--- src/hdl/yuv_rgb_pkg.sv ---
// yuv_rgb_pkg: item types, coefficients and stage widths of the yuyv to rgb converter
// no dependencies; imported by yuyv_to_rgb_converter_core
package yuv_rgb_pkg;

    localparam int SUM_W      = 22;
    localparam int OFS_W      = 9;
    localparam int DIV_W      = 18;
    localparam int RECIP_W    = 19;
    localparam int SHIFT      = 28;
    localparam int RECIP      = 268436;
    localparam int SAT_LIMIT  = 256000;
    localparam int LAT        = 6;
    localparam int N_CH       = 6;

    localparam int LUMA_GAIN    = 1164;
    localparam int RED_V_GAIN   = 1159;
    localparam int GREEN_U_GAIN = 380;
    localparam int GREEN_V_GAIN = 813;
    localparam int BLUE_U_GAIN  = 2018;
    localparam int CHROMA_MID   = 128;
    localparam int LUMA_FLOOR   = 16;

    typedef logic signed [SUM_W-1:0] t_sum;
    typedef logic signed [OFS_W-1:0] t_ofs;

    typedef enum logic [1:0] {
        CL_PASS = 2'd0,
        CL_ZERO = 2'd1,
        CL_FULL = 2'd2
    } t_clamp;

    typedef struct packed {
        logic [7:0] luma_first;
        logic [7:0] chroma_blue;
        logic [7:0] luma_second;
        logic [7:0] chroma_red;
    } t_yuyv_item;

    typedef struct packed {
        logic [7:0] red_first;
        logic [7:0] green_first;
        logic [7:0] blue_first;
        logic [7:0] red_second;
        logic [7:0] green_second;
        logic [7:0] blue_second;
    } t_rgb_pair;

endpackage

--- src/hdl/yuyv_to_rgb_converter_core.sv ---
// yuyv_to_rgb_converter_core: six-stage pipeline, one yuyv macropixel in, two rgb888 pixels out
// depends on yuv_rgb_pkg for item types, coefficients and widths
//
//  channel  | ports                    | flow
//  ---------+--------------------------+-----------------------------------------
//  item in  | start, busy, i_item      | taken when start is high and busy is low
//  item out | o_valid, o_result        | one-cycle strobe, no back-pressure
//
// an item enters every cycle; busy is never raised
// each item passes through offsets, products, green sum,
// channel sums, reciprocal multiply for the divide by 1000, clamp
// synchronous active-low reset clears the valid bits only
// nothing stalls, since the receiver always takes the result
module yuyv_to_rgb_converter_core
    import yuv_rgb_pkg::*;
(
    input  logic       i_clk,
    input  logic       i_rst_n,
    input  logic       start,
    output logic       busy,
    input  t_yuyv_item i_item,
    output logic       o_valid,
    output t_rgb_pair  o_result
);

    logic [LAT-1:0] r_vld;
    logic [LAT-1:0] n_vld;

    // stage 1: offsets
    t_ofs r_y0, r_y1, r_cb, r_cr;
    // stage 2: products
    t_sum r_l0, r_l1, r_rt, r_gu, r_gv, r_bt;
    // stage 3: green term
    t_sum r3_l0, r3_l1, r3_rt, r3_gt, r3_bt;
    // stage 4: channel sums
    t_sum r_sum [N_CH];
    // stage 5: reciprocal products and clamp codes
    logic [DIV_W+RECIP_W-1:0] r_prod [N_CH];
    t_clamp                   r_cl   [N_CH];
    // stage 6: result
    logic [7:0] r_ch [N_CH];

    assign busy  = 1'b0;
    assign n_vld = {r_vld[LAT-2:0], start & ~busy};

    always_ff @(posedge i_clk) begin
        if (!i_rst_n) begin
            r_vld <= '0;
        end else begin
            r_vld <= n_vld;
        end
    end

    always_ff @(posedge i_clk) begin
        r_y0 <= t_ofs'({1'b0, i_item.luma_first})  - t_ofs'(LUMA_FLOOR);
        r_y1 <= t_ofs'({1'b0, i_item.luma_second}) - t_ofs'(LUMA_FLOOR);
        r_cb <= t_ofs'({1'b0, i_item.chroma_blue}) - t_ofs'(CHROMA_MID);
        r_cr <= t_ofs'({1'b0, i_item.chroma_red})  - t_ofs'(CHROMA_MID);

        r_l0 <= t_sum'(r_y0) * t_sum'(LUMA_GAIN);
        r_l1 <= t_sum'(r_y1) * t_sum'(LUMA_GAIN);
        r_rt <= t_sum'(r_cr) * t_sum'(RED_V_GAIN);
        r_gu <= t_sum'(r_cb) * t_sum'(GREEN_U_GAIN);
        r_gv <= t_sum'(r_cr) * t_sum'(GREEN_V_GAIN);
        r_bt <= t_sum'(r_cb) * t_sum'(BLUE_U_GAIN);

        r3_l0 <= r_l0;
        r3_l1 <= r_l1;
        r3_rt <= r_rt;
        r3_gt <= r_gu + r_gv;
        r3_bt <= r_bt;

        r_sum[0] <= r3_l0 + r3_rt;
        r_sum[1] <= r3_l0 - r3_gt;
        r_sum[2] <= r3_l0 + r3_bt;
        r_sum[3] <= r3_l1 + r3_rt;
        r_sum[4] <= r3_l1 - r3_gt;
        r_sum[5] <= r3_l1 + r3_bt;
    end

    // divide by 1000 as multiply by a rounded-up reciprocal, exact below the clamp limit
    always_ff @(posedge i_clk) begin
        for (int i = 0; i < N_CH; i++) begin
            r_prod[i] <= (DIV_W+RECIP_W)'(r_sum[i][DIV_W-1:0])
                       * (DIV_W+RECIP_W)'(RECIP);
            if (r_sum[i][SUM_W-1]) begin
                r_cl[i] <= CL_ZERO;
            end else if (r_sum[i] >= t_sum'(SAT_LIMIT)) begin
                r_cl[i] <= CL_FULL;
            end else begin
                r_cl[i] <= CL_PASS;
            end
        end
    end

    always_ff @(posedge i_clk) begin
        for (int i = 0; i < N_CH; i++) begin
            unique case (r_cl[i])
                CL_ZERO: r_ch[i] <= 8'd0;
                CL_FULL: r_ch[i] <= 8'd255;
                default: r_ch[i] <= r_prod[i][SHIFT+7:SHIFT];
            endcase
        end
    end

    assign o_valid               = r_vld[LAT-1];
    assign o_result.red_first    = r_ch[0];
    assign o_result.green_first  = r_ch[1];
    assign o_result.blue_first   = r_ch[2];
    assign o_result.red_second   = r_ch[3];
    assign o_result.green_second = r_ch[4];
    assign o_result.blue_second  = r_ch[5];

`ifndef SYNTHESIS
    a_lat: assert property (@(posedge i_clk) disable iff (!i_rst_n)
        o_valid |-> $past(start, LAT))
        else $error("result without an item taken six cycles earlier");

    a_dark: assert property (@(posedge i_clk) disable iff (!i_rst_n)
        (o_valid && $past(i_item.chroma_red, LAT) == 8'd128
                 && $past(i_item.luma_first, LAT) < 8'd16)
        |-> o_result.red_first == 8'd0)
        else $error("red below black level not clamped to zero");

    a_white: assert property (@(posedge i_clk) disable iff (!i_rst_n)
        (o_valid && $past(i_item.chroma_red, LAT) == 8'd128
                 && $past(i_item.chroma_blue, LAT) == 8'd128
                 && $past(i_item.luma_second, LAT) == 8'd255)
        |-> (o_result.red_second == 8'd255 && o_result.green_second == 8'd255
             && o_result.blue_second == 8'd255))
        else $error("full-scale grey not saturated");
`endif

endmodule
--- config.mk ---
export PLATFORM = sky130hd
export DESIGN_NAME = yuyv_to_rgb_converter_core
export DESIGN_NICKNAME = d
export VERILOG_FILES = /design/src/hdl/yuv_rgb_pkg.sv /design/src/hdl/yuyv_to_rgb_converter_core.sv
export SDC_FILE = /design/constraint.sdc
export NUM_CORES = 2
export LEC_CHECK = 0
export ABC_AREA = 0
export BUFFER_PORTS_ARGS = -buffer_cell sky130_fd_sc_hd__buf_2
export CAP_MARGIN = 20
export CELL_PAD_IN_SITES_DETAIL_PLACEMENT = 0
export CELL_PAD_IN_SITES_GLOBAL_PLACEMENT = 2
export CORE_MARGIN = 4
export CORE_UTILIZATION = 35
export DETAILED_ROUTE_END_ITERATION = 10
export GPL_ROUTABILITY_DRIVEN = 0
export GPL_TIMING_DRIVEN = 0
export MAX_ROUTING_LAYER = met4
export PLACE_DENSITY_LB_ADDON = 0.1
export SLEW_MARGIN = 20
export SYNTH_ARGS = -nofsm -noshare
export SYNTH_HDL_FRONTEND = slang
export SYNTH_SLANG_ARGS = --single-unit
--- constraint.sdc ---
create_clock -name i_clk -period 11.4 [get_ports i_clk]
set_clock_uncertainty 0.15 [all_clocks]
set_input_delay 1.14 -clock i_clk [delete_from_list [all_inputs] [get_ports i_clk]]
set_output_delay 1.14 -clock i_clk [all_outputs]
set_load 0.01 [all_outputs]
==> results.cfg <==
[final_layout]
final_cells = 7453
layout.nets = 7365
drive_gt1_frac = 0.04943
nFillCells = 15030
final_util = 0.3877
synthToLayoutAreaGrowth_pct = 10.08
antenna_cells = 0

[detailed_routing]
via_per_inst = 4.513
dr_wl_met2_microns = 50570
met1_length_microns = 65690
routed_wl_microns = 121300
wl_per_cell_microns = 16.27
ant_nets = 0
vias = 33640
routed-wl-met3_microns = 2748
drtIter0Drc = 976
dr.pass1.iters = 7
top_layer_used = met4
drc_errors = 0

[clock_network]
clock_path_buffers = 3
cts_tree = yes
post_cts.repair.setup_buffers = 0
cts_sinks = 486
ctsRootBufferMaster = clkbuf_16
clk_latency_ns = 0.66
clk_pin_slew_worst_paths_ns = 0.06
cts.htree.levels = 3
cts_resized = 0
cts_hold_buf = 0
cts_buffers = 67

[setup_path]
path_class = flop to flop
cp_max_fo = 23
cp.required_ns = 11.79
slowest_delay_ns = 0.97
path_common_cell = ha_1
path_cells = ha_1 > inv_1 > ha_1 > ha_1 > inv_1 > fa_1 > fa_1 > inv_1 > fa_1 > ha_1 > nand3_1 > nor4_1 > nand4_1 > o31ai_1 > nor3_1 > o21ai_0 > nor2_1 > xnor2_1
end_kind = flop
critPathTopFamily = adder cells
worst-path-buf-inv = 3
cp-start-kind = flop
crit_arrival_ns = 6.65
critPathSlowestCell = dfxtp_1

[die]
initial_core_util = 0.3522
ios = 85
die_y_microns = 393.7
core_area_sq_um = 147800
die_area_sq_um = 155000
rows = 141
die_w_microns = 393.7

[global_route]
grt_remaining_overflow = 0
grt_max_degree = 25
grt_pass1_vias = 35320
antenna_found_initial = 1
track_usage = 0.1656
grt_pass1_wl_microns = 197400

[logic_synthesis]
yosysUniqueCellTypes = 72
synth_warnings = 0
ys_ff_latch = 486
yosysSeqAreaShare = 0.1905
synthArstFlopShare = 0
synth_area_sq_um = 52070
syn_avg_cell_area_sq_um = 9.810
synthFlopType = dfxtp_1
synthCells = 5308
synth_edf_count = 19

[place]
hpwlAfterDp_microns = 102900
io_buffer_count = 83
dp_cells = 7332

[timing]
tns_ns = 0
tightest_slew_ns = 1.054
maxSlewHeadroom = 0.2965
setup_viol = 0
slew_viol_final = 0
rsz0062_at_grt = no
finalHoldViolations = 0
min_period_ns = 6.253
fmax_mhz = 159.9
post-route-period-util = 0.5485

[outcome]
status = complete, no violations

[run]
max_cap_viol_count = 0

[worst_hold_path]
hold_class = flop to flop
-- state kept, by name, summed over array words and instances (netlist names) --
signal / count
r3_bt: 20
r3_gt: 22
r3_l0: 19
r3_l1: 19
r3_rt: 20
r_bt: 20
r_cb: 8
r_ch: 48
r_cl: 12
r_cr: 8
r_gu: 16
r_gv: 20
r_l0: 19
r_l1: 19
r_prod: 48
r_rt: 20
r_sum: 124
r_vld: 6
r_y0: 9
r_y1: 9
-- logic make-up after synthesis --
group                    after synthesis  share of synthesized area
adder cells (fa/ha/maj)             1859                     0.5126
buffers and inverters               1329                    0.09587
AND/OR/NAND/NOR                      655                    0.05981
AO/OA/AOI/OAI                        609                    0.07713
flip-flops                           486                     0.1905
XOR/XNOR                             308                    0.05181
multiplexers                          60                    0.01216
other                                  2                  0.0001442
-- cell usage in the layout (no fill, tap or decap), drive strengths merged, types with 8 or more instances in the layout --
master,synthesis,final
edfxtp,19,19
a211oi,28,28
a21o,86,86
nand2,198,198
o21ai,92,92
a21boi,19,19
a31o,8,8
or3,17,17
o211ai,16,16
clkbuf,28,104
xnor2,221,221
nand3,68,68
o21bai,35,35
xor2,87,87
clkinvlp,0,9
inv,1300,1316
nor2b,24,24
buf,1,85
mux2i,34,34
conb,2,12
o21a,35,35
dfxtp,467,467
clkinv,0,11
a31oi,18,18
nor3,51,51
and2,17,17
a21oi,195,195
nand4,35,35
fa,457,457
nand2b,31,31
nor2,153,153
or2,18,18
a211o,13,13
mux2,26,26
ha,1402,1402
bufinv,0,9
and3,20,20
o22ai,9,9
-- metal layers --
layer / global-route usage / up-vias
met1: 0.2431 / 15690
met5: - / -
met2: 0.2457 / 277
li1: - / 17550
met3: 0.01938 / 114
met4: 0.03149 / 0
-- final cells by class --
| class | instances | area [sq um] | share of cell area |
|---|---|---|---|
| tap | 1930 | 2415 | 0.04213 |
| clock inverter | 45 | 579.3 | 0.01011 |
| inverter | 1300 | 4880 | 0.08513 |
| clock buffer | 76 | 1772 | 0.03091 |
| timing repair buffer | 84 | 442.9 | 0.007727 |
| buffer | 29 | 112.6 | 0.001964 |
| multi-input combinational | 3503 | 37200 | 0.6489 |
| sequential | 486 | 9925 | 0.1731 |
-- metrics by stage --
stage | area (sq um) | hold WS (ns) | setup WS [ns]
final | 57320 | 0.1555 | 5.147
after global routing | 57320 | 0.1653 | 4.492
after CTS | 57320 | 0.1495 | 4.885
after detailed placement | 54970 | 0.1621 | 4.895
after global placement | 54940 | 0.1600 | 4.897
after floorplan | 52110 | 0.1596 | 6.201
-- cells in the mapped netlist, types with 68 or more instances --
library cell / number / area [sq um]
o21ai_0: 86 / 430.4
a21o_1: 86 / 645.6
xor2_1: 87 / 762.0
dfxtp_1: 467 / 9349
inv_1: 1300 / 4880
nand2_1: 198 / 743.2
nor2_1: 153 / 574.3
nand3_1: 68 / 340.3
fa_1: 457 / 9149
xnor2_1: 221 / 1936
ha_1: 1402 / 17540
a21oi_1: 191 / 955.9
-- final timing paths --
kind	endpoint	slack, ns	start	cells after the start
setup / recovery	r_prod[4][32]	5.15	r_sum[4][17]	18
hold / removal	r3_l0[8]	0.16	r_l0[8]	0
setup reg to reg	r_prod[4][32]	5.15	r_sum[4][17]	18
hold reg to reg	r3_l0[8]	0.16	r_l0[8]	0
-- worst register-to-register path, cell delays in order, from the launching register on --
cell and delay (ns):
dfxtp_1 0.97, ha_1 0.40, inv_1 0.08, ha_1 0.23, ha_1 0.27, inv_1 0.05, fa_1 0.51, fa_1 0.55
inv_1 0.05, fa_1 0.52, ha_1 0.42, nand3_1 0.10, nor4_1 0.36, nand4_1 0.23, o31ai_1 0.62, nor3_1 0.15
o21ai_0 0.29, nor2_1 0.09, xnor2_1 0.13
Power is not shown: default switching activity piles up to over one toggle a cycle in this logic, so the estimate is an artifact.
